### config.mk
export PLATFORM = sky130hd
export DESIGN_NAME = rbs_merge
export DESIGN_NICKNAME = d
export VERILOG_FILES = /design/src/rtl/rbs_pkg.sv /design/src/rtl/rbs_merge.sv
export SDC_FILE = /design/constraint.sdc
export NUM_CORES = 1
export LEC_CHECK = 0
export BUFFER_PORTS_ARGS = -buffer_cell sky130_fd_sc_hd__clkbuf_2
export CORE_ASPECT_RATIO = 1.5
export CORE_MARGIN = 4
export CORE_UTILIZATION = 30
export DETAILED_ROUTE_END_ITERATION = 10
export PLACE_DENSITY_LB_ADDON = 0.05
export SYNTH_ARGS = -nofsm -noshare
export SYNTH_HDL_FRONTEND = slang
export SYNTH_SLANG_ARGS = --single-unit
### constraint.sdc
create_clock -name clock -period 5.95 [get_ports clock]
set_clock_uncertainty 0.1 [all_clocks]
set_input_delay 0.2975 -clock clock [delete_from_list [all_inputs] [get_ports clock]]
set_output_delay 0.2975 -clock clock [all_outputs]
set_load 0.005 [all_outputs]
### src/rtl/rbs_pkg.sv
// Shared types, constants and fixed-point helpers for the ray/box slab test.
// No dependencies; every other file of the block imports this package.
package rbs_pkg;

   localparam int COORD_WIDTH    = 32;
   localparam int FRAC_BITS      = 16;
   localparam int PROD_WIDTH     = 2 * COORD_WIDTH;
   localparam int NUM_AXES       = 3;
   localparam int NUM_REGS       = 2 * NUM_AXES;
   localparam int CSR_ADDR_WIDTH = 5;
   localparam int REG_IDX_WIDTH  = 3;
   localparam int CSR_DATA_WIDTH = 32;
   localparam int REQ_DATA_WIDTH = 6 * COORD_WIDTH;
   localparam int RSP_FIELD_BITS = 1 + 2 * COORD_WIDTH;
   localparam int RSP_DATA_WIDTH = ((RSP_FIELD_BITS + 7) / 8) * 8;

   typedef logic signed [COORD_WIDTH-1:0] coord_type;
   typedef logic signed [PROD_WIDTH-1:0]  prod_type;

   localparam coord_type COORD_MAX  = {1'b0, {(COORD_WIDTH-1){1'b1}}};
   localparam coord_type COORD_MIN  = {1'b1, {(COORD_WIDTH-1){1'b0}}};
   localparam coord_type COORD_ZERO = '0;

   // Register indexes of the configuration space.
   localparam logic [REG_IDX_WIDTH-1:0] REG_BOX_MIN_X = 3'd0;
   localparam logic [REG_IDX_WIDTH-1:0] REG_BOX_MIN_Y = 3'd1;
   localparam logic [REG_IDX_WIDTH-1:0] REG_BOX_MIN_Z = 3'd2;
   localparam logic [REG_IDX_WIDTH-1:0] REG_BOX_MAX_X = 3'd3;
   localparam logic [REG_IDX_WIDTH-1:0] REG_BOX_MAX_Y = 3'd4;
   localparam logic [REG_IDX_WIDTH-1:0] REG_BOX_MAX_Z = 3'd5;

   typedef struct packed {
      logic s1_en;
      logic s2_en;
      logic s3_en;
   } lane_ctrl_type;

   typedef struct packed {
      logic s4_en;
      logic s5_en;
   } merge_ctrl_type;

   // Corner minus origin, computed one bit wider and saturated back.
   function automatic coord_type sat_sub(input coord_type a, input coord_type b);
      logic signed [COORD_WIDTH:0] d;
      d = {a[COORD_WIDTH-1], a} - {b[COORD_WIDTH-1], b};
      if (d[COORD_WIDTH] != d[COORD_WIDTH-1]) begin
         return d[COORD_WIDTH] ? COORD_MIN : COORD_MAX;
      end
      return d[COORD_WIDTH-1:0];
   endfunction

   // Scales a full product back to the coordinate format. The arithmetic
   // shift rounds toward minus infinity. An infinite reciprocal gives the
   // signed extreme unless the difference is zero.
   function automatic coord_type prod_to_coord(input prod_type p, input logic inf,
                                               input logic zero, input logic neg);
      prod_type s;
      s = p >>> FRAC_BITS;
      if (inf) begin
         if (zero) begin
            return COORD_ZERO;
         end
         return neg ? COORD_MIN : COORD_MAX;
      end
      if ((&s[PROD_WIDTH-1:COORD_WIDTH-1]) || !(|s[PROD_WIDTH-1:COORD_WIDTH-1])) begin
         return s[COORD_WIDTH-1:0];
      end
      return s[PROD_WIDTH-1] ? COORD_MIN : COORD_MAX;
   endfunction

endpackage

### src/rtl/rbs_merge.sv
// Combines the lane results: entry is the largest minimum, exit the smallest
// maximum, then the hit decision and the clamp of a negative entry on a hit.
// Depends on rbs_pkg.
module rbs_merge (
   input  logic                   clock,
   input  rbs_pkg::merge_ctrl_type ctrl,
   input  rbs_pkg::coord_type     t_min [rbs_pkg::NUM_AXES],
   input  rbs_pkg::coord_type     t_max [rbs_pkg::NUM_AXES],
   output logic                   hit,
   output rbs_pkg::coord_type     t_enter,
   output rbs_pkg::coord_type     t_exit
);
   import rbs_pkg::*;

   coord_type enter_ff, enter_in;
   coord_type exit_ff, exit_in;
   logic      hit_in, hit_ff;
   coord_type t_enter_ff, t_enter_in;
   coord_type t_exit_ff;

   always_comb begin
      enter_in = t_min[0];
      exit_in  = t_max[0];
      for (int k = 1; k < NUM_AXES; k++) begin
         if (t_min[k] > enter_in) begin
            enter_in = t_min[k];
         end
         if (t_max[k] < exit_in) begin
            exit_in = t_max[k];
         end
      end
   end

   // A tangent ray (entry equal to exit) is a miss.
   assign hit_in     = (enter_ff < exit_ff) && (exit_ff > COORD_ZERO);
   assign t_enter_in = (hit_in && enter_ff[COORD_WIDTH-1]) ? COORD_ZERO : enter_ff;

   always_ff @(posedge clock) begin
      if (ctrl.s4_en) begin
         enter_ff <= enter_in;
         exit_ff  <= exit_in;
      end
      if (ctrl.s5_en) begin
         hit_ff     <= hit_in;
         t_enter_ff <= t_enter_in;
         t_exit_ff  <= exit_ff;
      end
   end

   assign hit     = hit_ff;
   assign t_enter = t_enter_ff;
   assign t_exit  = t_exit_ff;

endmodule

==> out/qor.yml, run 1 <==
hold_path:
  hold_depth: 3
  min_from: "t_max[2]"
  min_path_type: "in -> reg"
  hold_path_end: "exit_ff[2]$_DFFE_PP_"
run:
  drv_cap: 0
route:
  drc_errors: 0
  wl_per_cell_um: 20.5
  antenna_left: 0
  num_vias: 8276
  dr.pass1.iters: 5
  postRouteWirelength_um: 34000
  via_per_inst: 4.99
  drt_iter0_drc: 392
layout:
  regArea_um2: 3870
  syn_to_final_growth_pct: 26.0
  fin_area_um2: 12300
  num-fill-cells: 3311
  nets: 1586
  antenna_cells: 0
  finalCoreUtilization: 0.384
  layout-drive-gt1-share: 0.254
  multi_input_area_um2: 5270
synthesis:
  synthAdderAreaFrac: 0.202
  synth_edf_count: 129
  ys_seq_area_frac: 0.398
  synth-simple-area-share: 0.0960
  synth_cells: 962
  syn-mean-instance-area_um2: 10.1
  synth_area_um2: 9740
  synth_nets: 1314
  synth_top_flop_cell: "edfxtp_1"
  synth-compound-area-share: 0.175
  synthDistinctLibCells: 44
  ys_ff_latch: 129
  yosysWarnings: 0
  synth_xor_area_frac: 0
  async_reset_ff_frac: 0
  synth_mux_area_frac: 0.0658
  synth_top_family_by_area: "adder cells"
worst_setup_path:
  regToRegEndpoint: "t_enter[15]$_SDFFCE_PP0P_"
  reg2reg_depth: 9
  crit_path_end_kind: "register"
  critPathKind: "in -> reg"
  critical_path.slowest_cell: "o21ai_0"
  r2r_slack_ns: 2.24
  cpPeakStageDelay_ns: 0.50
  start_kind: "input pin"
  crit_arrival_ns: 5.50
  cp_max_fo: 16
  crit_family: "compound AO/OA/AOI/OAI gates"
  cp.required_ns: 6.08
  r2r-start: "enter_ff[21]$_DFFE_PP_"
  cp_num_buf_inv: 5
grt:
  grt_antenna_before_repair: 0
  grt_pass1_wl_um: 50800
  overflow: 0
  grtUsageTotal: 0.191
  grt_start_max_net_pins: 66
  first_global_vias: 8810
placed_design:
  dpl_cell_area_um2: 11700
  dpl.hpwl_um: 28400
  portBuffers: 259
  routabilityCongestion: 0.862
cts:
  path_clk_slew_ns: 0.06
  clock_path_buffers: 2
  cts_buffers: 17
  clock_tree.root_cell: "clkbuf_16"
  post_cts_buffers: 0
  cts_tree: "built"
  ctsResizeCount: 0
  cts_sinks: 129
  htree_num_levels: 4
  cts-hold-fix-buffers: 0
  clk_latency_ns: 0.43
floorplanning:
  core_area_um2: 31900
  die_area_um2: 35500
  num_rows: 80
  die_h_um: 229
  fp.dieW_um: 155
  io-pin-count: 260
  initial_core_util: 0.305
power:
  power_mw: 3.63
  seq_power_share: 0.376
  peakVddDrop_mv: 0.138
  p_int_mw: 2.40
  switching_share: 0.338
  power.density_nw_per_um2: 296
  clkPwrFrac: 0.290
  p_leak_nw: 6.01
  combPwrFrac: 0.334
  power.net_switching_mw: 1.23
timing:
  fin_crit_sh: 0.901
  min_period_ns: 5.36
  setup_violations: 0
  finalSetupTns_ns: 0
  maxSlewViolCount: 0
  slew_headroom: 0.379
  rsz0062_at_grt: "no"
  fmax_mhz: 186
  hold_viol: 0
  worst_pin_slew_ns: 0.932
run_status:
  status: "complete, no violations"
-- per-stage QoR --
step	setup WS [ns]	hold slack, ns	std cells
6_report	0.588	0.120	1657
5_1_grt	0.275	0.108	1657
4_1_cts	0.574	0.0936	1657
3_5_place_dp	0.154	0.385	1625
3_3_place_gp	0.235	0.380	1625
2_1_floorplan	0.853	0.310	962
-- state kept, by name, summed over array words and instances, names as in the netlist --
signal    flops
enter_ff     32
exit_ff      32
hit           1
t_enter      32
t_exit       32
-- Yosys cell counts, types with 4 or more instances --
| cell type | number | share of area |
|---|---|---|
| nor3_1 | 7 | 0.0036 |
| a211oi_1 | 5 | 0.0039 |
| inv_1 | 132 | 0.051 |
| and2_1 | 33 | 0.021 |
| nor4_1 | 11 | 0.0071 |
| nand4_1 | 28 | 0.018 |
| nor2_1 | 51 | 0.020 |
| mux2i_1 | 64 | 0.066 |
| nand3_1 | 9 | 0.0046 |
| o21a_1 | 39 | 0.030 |
| clkbuf_1 | 22 | 0.0085 |
| edfxtp_1 | 129 | 0.40 |
| a31oi_1 | 36 | 0.023 |
| a2111oi_0 | 4 | 0.0036 |
| a21oi_1 | 69 | 0.035 |
| buf_2 | 9 | 0.0046 |
| nand2b_1 | 4 | 0.0026 |
| nand2_1 | 19 | 0.0073 |
| ha_1 | 157 | 0.20 |
| nor2b_1 | 9 | 0.0058 |
| a21o_1 | 42 | 0.032 |
| o21ai_0 | 57 | 0.029 |
-- layout make-up --
class,count,area share
multi-input combinational,670,0.429
sequential,129,0.316
timing repair buffer,284,0.125
tap,410,0.0418
inverter,132,0.0404
clock buffer,19,0.0353
clock inverter,13,0.0124
-- routing by layer --
metal	track usage	share of wire
met1	0.211	0.38
met2	0.361	0.54
met3	0.0453	0.060
met4	0.0461	0.016
met5	0	0
-- cell families after synthesis --
logic type / Yosys count
AND/OR/NAND/NOR: 179
multiplexers: 64
flip-flops: 129
buffers and inverters: 163
AO/OA/AOI/OAI: 270
adder cells (fa/ha/maj): 157
-- layout by cell type (no fill, tap or decap), types with 2 or more instances in the layout --
master	Yosys	layout
clkbuf_2	0	258
ha_1	157	157
inv_1	132	132
edfxtp_1	129	129
a21oi_1	69	69
mux2i_1	64	64
o21ai_0	57	57
nor2_1	51	51
a21o_1	42	42
o21a_1	39	39
a31oi_1	36	36
and2_1	33	33
nand4_1	28	28
buf_4	0	21
nand2_1	19	19
clkbuf_16	0	17
nor4_1	11	11
nor2b_1	9	9
nand3_1	9	9
nor3_1	7	6
a211oi_1	5	4
nand2b_1	4	4
a2111oi_0	4	4
clkinv_4	0	4
inv_6	0	4
buf_12	0	4
and4_1	2	2
or3_1	2	2
a221o_1	2	2
o311ai_0	2	2
clkbuf_1	22	2
bufinv_16	0	2
-- worst max-delay path by stage --
stage / from / end / depth (start not counted) / slack [ns]
6_report: t_min[89] / enter_ff[0]$_DFFE_PP_ / 25 / 0.59
5_1_grt: t_min[89] / enter_ff[0]$_DFFE_PP_ / 25 / 0.27
4_1_cts: t_min[89] / enter_ff[0]$_DFFE_PP_ / 25 / 0.57
3_5_place_dp: t_min[89] / enter_ff[0]$_DFFE_PP_ / 25 / 0.15
3_3_place_gp: t_min[95] / enter_ff[0]$_DFFE_PP_ / 25 / 0.23
2_1_floorplan: t_min[95] / enter_ff[22]$_DFFE_PP_ / 24 / 0.85
-- worst min-delay path: stages --
cell      delay, ns
clkbuf_2       0.09
inv_1          0.04
mux2i_1        0.05
-- power groups by stage --
stage	Combinational (mW)	Clock, mW	Sequential, mW
finish	1.21	1.05	1.36
global placement	1.22	0	1.39
global route	1.37	1.13	1.38
floorplan	0.727	0	1.31
CTS	1.24	1.08	1.38
detailed placement	1.23	0	1.39
Note: power is estimated with default switching activity, not from simulation.
==> inputs of run 2 (changes only) <==
CORE_UTILIZATION = 51   (was 30)
==> out/qor.yml, run 2 (synthesis gave the netlist of run 1 again) <==
run_status:
  status: "complete, no violations"
floorplanning:
  initial_core_util: 0.523  # +0.218
  num_rows: 61  # -24%
  io-pin-count: 260  # unchanged
  fp.dieW_um: 121  # -22%
  die_area_um2: 21400  # -40%
  die_h_um: 177  # -22%
  core_area_um2: 18600  # -42%
worst_setup_path:
  regToRegEndpoint: "t_enter[22]$_SDFFCE_PP0P_"
  crit_family: "simple AND/OR/NAND/NOR gates"
  cp_num_cells: 25  # unchanged
  cp.required_ns: 6.05  # -0.03 ns
  start_kind: "input pin"
  r2r_slack_ns: 2.32  # +0.08 ns
  cp_common_cell: "a21o_1"
  cp_num_buf_inv: 5  # unchanged
  critPathKind: "in -> reg"
  cp_max_fo: 17  # +1
  critical_path.slowest_cell: "or3_1"
  crit_arrival_ns: 5.58  # +0.08 ns
  r2r-start: "exit_ff[25]$_DFFE_PP_"
  cpPeakStageDelay_ns: 0.39  # -0.11 ns
  reg2reg_depth: 12  # +3
  crit_path_end_kind: "register"
grt:
  first_global_vias: 8756  # -0.61%
  grt_start_max_net_pins: 66  # unchanged
  grt_antenna_before_repair: 0  # unchanged
  overflow: 0  # unchanged
  grt_pass1_wl_um: 45200  # -11%
  grtUsageTotal: 0.275  # +0.0846
cts:
  cts-hold-fix-buffers: 0  # unchanged
  clk_latency_ns: 0.43  # about the same
  path_clk_slew_ns: 0.07  # about the same
  post_cts_buffers: 0  # unchanged
  clock_path_buffers: 2  # unchanged
  ctsResizeCount: 0  # unchanged
  htree_num_levels: 4  # unchanged
  clock_tree.root_cell: "clkbuf_16"
  cts_sinks: 129  # unchanged
  cts_tree: "built"
  cts_buffers: 17  # unchanged
power:
  power.net_switching_mw: 1.25  # +2.1%
  p_int_mw: 2.34  # -2.6%
  p_leak_nw: 6.06  # +0.79%
  peakVddDrop_mv: 0.208  # +50%
  clkPwrFrac: 0.285  # -0.005
  switching_share: 0.349  # +0.0106
  power.density_nw_per_um2: 295  # -0.12%
  power_mw: 3.59  # -1.0%
  seq_power_share: 0.382  # +0.006
  combPwrFrac: 0.333  # about the same
layout:
  syn_to_final_growth_pct: 24.9
  layout.cells.non_filler: 1511  # -8.8%
  layout-drive-gt1-share: 0.263  # +0.00870
  nets: 1598  # +0.76%
  finalCoreUtilization: 0.653  # +0.269
  fin_area_um2: 12200  # -0.89%
  final_cell_mix: "258 x clkbuf_2, 157 x ha_1, 132 x inv_1"
  regArea_um2: 3870  # unchanged
  multi_input_area_um2: 5280  # +0.24%
  final_common_cell: "clkbuf_2"
  num-fill-cells: 1654  # -50%
  antenna_cells: 0  # unchanged
timing:
  slew_headroom: 0.307  # -0.0717
  min_period_ns: 5.48  # +0.119 ns
  worst_pin_slew_ns: 1.03  # +0.103 ns
  worst_slack_ns: 0.469  # -0.119 ns
  setup_violations: 0  # unchanged
  fmax_mhz: 182  # -2.2%
  maxSlewViolCount: 0  # unchanged
  timing.hold.ws_ns: 0.121  # +0.00120 ns
  fin_crit_sh: 0.921  # +0.0199
  finalSetupTns_ns: 0  # unchanged
  hold_viol: 0  # unchanged
  rsz0062_at_grt: "no"
route:
  dr.pass1.iters: 7  # +2
  antenna_left: 0  # unchanged
  wl_per_cell_um: 19.5  # -4.8%
  num_vias: 8637  # +4.4%
  postRouteWirelength_um: 29500  # -13%
  drt_iter0_drc: 547  # +40%
  via_per_inst: 5.72  # +14%
  drc_errors: 0  # unchanged
run:
  drv_cap: 0  # unchanged
hold_path:
  hold_path_end: "enter_ff[26]$_DFFE_PP_"
  min_from: "t_min[26]"
  min_path_type: "in -> reg"
  hold_depth: 3  # unchanged
placed_design:
  portBuffers: 259  # unchanged
  routabilityCongestion: 0.971  # +13%
  place_ws_ns: -0.0490  # -0.203 ns
  dpl.cell_count: 1478  # -9.0%
  dpl.hpwl_um: 23900  # -16%
  dpl_cell_area_um2: 11600  # -0.88%
[run 2: routing by layer]
layer,wire length [um],share of wire,vias to the layer above,track usage
met5,0,0,-,0
met4,2070,0.070,0,0.172
met3,2140,0.073,86,0.0601
met2,14900,0.50,380,0.494
met1,10400,0.35,4029,0.288
li1,-,-,4142,-
[run 2: layout make-up]
class | count | area share
Clock buffer | 17 | 0.0350
Clock inverter | 15 | 0.0116
Inverter | 132 | 0.0408
Multi-Input combinational cell | 671 | 0.434
Sequential cell | 129 | 0.319
Tap cell | 252 | 0.0259
Timing Repair Buffer | 295 | 0.134
[run 2: how the worst max path moves through the flow]
stage                    from                      to  slack (ns)
detailed placement  t_min[95]   enter_ff[0]$_DFFE_PP_       -0.05
finish              t_min[95]  enter_ff[30]$_DFFE_PP_        0.47
CTS                 t_min[95]   enter_ff[0]$_DFFE_PP_        0.40
global route        t_min[95]  enter_ff[29]$_DFFE_PP_        0.07
floorplan           t_min[95]  enter_ff[22]$_DFFE_PP_        0.85
global placement    t_min[95]   enter_ff[0]$_DFFE_PP_        0.05
[run 2: worst min-delay path: cells and delay by family]
family	cells	cell delay, ns
buffers and inverters	1	0.09
AND/OR/NAND/NOR	1	0.04
AO/OA/AOI/OAI	1	0.10
[run 2: power by group through the flow]
stage / Combinational [mW] / Clock, mW / Sequential, mW
final: 1.20 / 1.02 / 1.37
after global placement: 1.17 / 0 / 1.39
after detailed placement: 1.19 / 0 / 1.39
after floorplan: 0.727 / 0 / 1.31
after CTS: 1.20 / 1.04 / 1.37
after global routing: 1.34 / 1.07 / 1.38
==> inputs of run 3 (changes only) <==
ABC_AREA = 1   (was unset)
==> out/qor.yml, run 3 <==
floorplanning:
  io-pin-count: 260  # unchanged
  num_rows: 61  # unchanged
  die_area_um2: 21500  # +0.24%
  fp.dieW_um: 121  # +0.12%
  initial_core_util: 0.522  # -0.000796
  core_area_um2: 18700  # +0.41%
  die_h_um: 177  # +0.12%
timing:
  fmax_mhz: 202  # +11%
  fin_crit_sh: 0.833  # -0.0877
  finalSetupTns_ns: 0  # unchanged
  worst_pin_slew_ns: 0.940  # -0.0949 ns
  setup_violations: 0  # unchanged
  rsz0062_at_grt: "no"
  maxSlewViolCount: 0  # unchanged
  hold_viol: 0  # unchanged
  min_period_ns: 4.96  # -0.522 ns
  slew_headroom: 0.372  # +0.0648
worst_setup_path:
  crit_arrival_ns: 4.99  # -0.59 ns
  cp.required_ns: 5.98  # -0.07 ns
  cp_common_cell: "nand2_1"
  start_kind: "input pin"
  cpPeakStageDelay_ns: 0.54  # +0.15 ns
  cp_max_fo: 32  # +15
  crit_path_end_kind: "register"
  critPathKind: "in -> reg"
  critical_path.slowest_cell: "nor4_1"
  path_cells: "clkbuf_2, inv_1, ha_1, nand4_1, or3_1, nor4_1, nand3_1, nand2_1, buf_4, o21ai_0, ha_1, nand2_1, nor2_1, nand4_1, nor4_1, nand2_1, a21oi_1, nand3b_1, buf_4, a21oi_1"
power:
  switching_share: 0.337  # -0.0117
  power.net_switching_mw: 1.29  # +3.3%
  clkPwrFrac: 0.294  # +0.009
  seq_power_share: 0.370  # -0.012
  power.density_nw_per_um2: 323  # +9.2%
  peakVddDrop_mv: 0.212  # +1.9%
  p_int_mw: 2.54  # +8.8%
  p_leak_nw: 6.39  # +5.4%
  combPwrFrac: 0.336  # +0.003
cts:
  ctsResizeCount: 0  # unchanged
  clock_tree.root_cell: "clkbuf_16"
  cts_tree: "built"
  cts_buffers: 17  # unchanged
  htree_num_levels: 4  # unchanged
  clk_latency_ns: 0.41  # -0.02 ns
  cts-hold-fix-buffers: 0  # unchanged
  post_cts_buffers: 0  # unchanged
  cts_sinks: 129  # unchanged
  clock_path_buffers: 2  # unchanged
  path_clk_slew_ns: 0.06  # about the same
synthesis:
  synth_nets: 1521  # +16%
  synth_area_um2: 9760  # +0.26%
  synth_top_area_share: 0.397  # -0.00102
  synthDistinctLibCells: 38  # -14%
  yosys.area.top_type: "edfxtp_1"
  synth_common_cells: "229 x nand2_1, 221 x inv_1, 157 x ha_1"
  ys_ff_latch: 129  # unchanged
  synth_top_flop_cell: "edfxtp_1"
  yosysMostFrequentCell: "nand2_1"
  ys_seq_area_frac: 0.397  # -0.00102
  async_reset_ff_frac: 0  # unchanged
  synth_cells: 1169  # +22%
  syn-mean-instance-area_um2: 8.35  # -17%
  yosysWarnings: 0  # unchanged
  synth_edf_count: 129  # unchanged
  synth.area.top_cells: "edfxtp_1 40%, ha_1 20%, nand2_1 8.8%"
layout:
  antenna_cells: 0  # unchanged
  syn_to_final_growth_pct: 21.8
  final_cell_mix: "258 x clkbuf_2, 229 x nand2_1, 221 x inv_1"
  num-fill-cells: 1695  # +2.5%
  fin_area_um2: 11900  # -2.2%
  final_common_cell: "clkbuf_2"
  layout.cells.non_filler: 1685  # +12%
  nets: 1773  # +11%
  layout-drive-gt1-share: 0.214  # -0.0487
run_status:
  status: "complete, no violations"
grt:
  grt_busiest_layer: "met2"
  grt_antenna_before_repair: 0  # unchanged
  grtUsageTotal: 0.223  # -0.0526
  overflow: 0  # unchanged
  grtUsageMet1: 0.253  # -0.0355
  grtUsageMet2: 0.405  # -0.0895
  grt_pass1_wl_um: 38000  # -16%
  grt_start_max_net_pins: 66  # unchanged
  use_met3: 0.0545  # -0.00559
  first_global_vias: 8274  # -5.5%
route:
  antenna_left: 0  # unchanged
  drc_errors: 0  # unchanged
  postRouteWirelength_um: 24100  # -18%
  via_per_inst: 5.04  # -12%
  drt_iter0_drc: 345  # -37%
  dr.pass1.iters: 5  # -2
  num_vias: 8487  # -1.7%
  wl_per_cell_um: 14.3  # -27%
placed_design:
  dpl_cell_area_um2: 11300  # -2.8%
  routabilityCongestion: 0.827  # -15%
  dpl.hpwl_um: 19800  # -17%
  dpl.cell_count: 1654  # +12%
  portBuffers: 259  # unchanged
hold_path:
  min_path_type: "in -> reg"
run:
  drv_cap: 0  # unchanged
==> run 3: changes by cell type after synthesis, sizes merged, moves of 34 or more <==
| cell | previous run | this run |
|---|---|---|
| nand2 | 19 | 233 |
| inv | 132 | 222 |
| nand3 | 9 | 88 |
| mux2i | 64 | 0 |
| a21o | 42 | 2 |
| a31oi | 36 | 0 |
| o21a | 39 | 3 |
| a21oi | 69 | 103 |
==> run 3: cell families (layout without fill, tap and decap cells) <==
kind of cell,after synthesis,in the layout,synth area share
fa+ha+maj,157,157,0.201
xor+xnor,1,1,0.000897
compound gates,208,208,0.112
simple gates,418,418,0.185
flops,129,129,0.397
buf+inv,256,520,0.104
==> run 3: metal layers <==
layer / vias to the layer above / share of wire
li1: 4442 / -
met4: 0 / 0.022
met1: 3733 / 0.40
met3: 31 / 0.070
met2: 281 / 0.51
met5: - / 0
==> run 3: metrics by stage <==
step | power (mW) | setup slack [ns] | util | hold slack (ns)
final | 3.84 | 0.991 | 0.636 | 0.109
after global routing | 4.14 | 0.486 | 0.636 | 0.105
after CTS | 3.88 | 0.981 | 0.636 | 0.0917
after detailed placement | 2.73 | 0.596 | 0.602 | 0.334
after global placement | 2.70 | 0.649 | 0.602 | 0.330
after floorplan | 2.29 | 1.72 | - | 0.310
==> run 3: worst max-delay path, delay by kind of cell <==
kind / cells / cell delay [ns]
AND/OR/NAND/NOR: 11 / 2.70
adder cells (fa/ha/maj): 2 / 0.80
buffers and inverters: 4 / 0.68
AO/OA/AOI/OAI: 3 / 0.47
==> run 3: worst paths after layout <==
| path | from | endpoint | slack [ns] | depth (start not counted) |
|---|---|---|---|---|
| worst min register to register | exit_ff[30]$_DFFE_PP_ | t_exit[30]$_DFFE_PP_ | 0.35 | 0 |
| worst min-delay path | t_max[5] | exit_ff[5]$_DFFE_PP_ | 0.11 | 3 |
| worst max register to register | enter_ff[7]$_DFFE_PP_ | t_enter[1]$_SDFFCE_PP0P_ | 2.74 | 12 |
| worst max-delay path | t_min[95] | enter_ff[2]$_DFFE_PP_ | 0.99 | 20 |
==> run 3: layout make-up <==
type | count | area, um^2 | area share
multi-input combinational | 784 | 4870 | 0.410
sequential | 129 | 3870 | 0.326
timing repair buffer | 267 | 1360 | 0.114
inverter | 222 | 833 | 0.0701
clock buffer | 17 | 425 | 0.0358
tap | 252 | 315 | 0.0265
clock inverter | 14 | 214 | 0.0180
==> run 3: power by group through the flow <==
stage | clock network [mW] | registers [mW] | logic [mW]
final | 1.13 | 1.42 | 1.29
after floorplan | 0 | 1.40 | 0.898
after global placement | 0 | 1.44 | 1.26
after CTS | 1.15 | 1.42 | 1.31
after global routing | 1.19 | 1.44 | 1.50
after detailed placement | 0 | 1.43 | 1.29
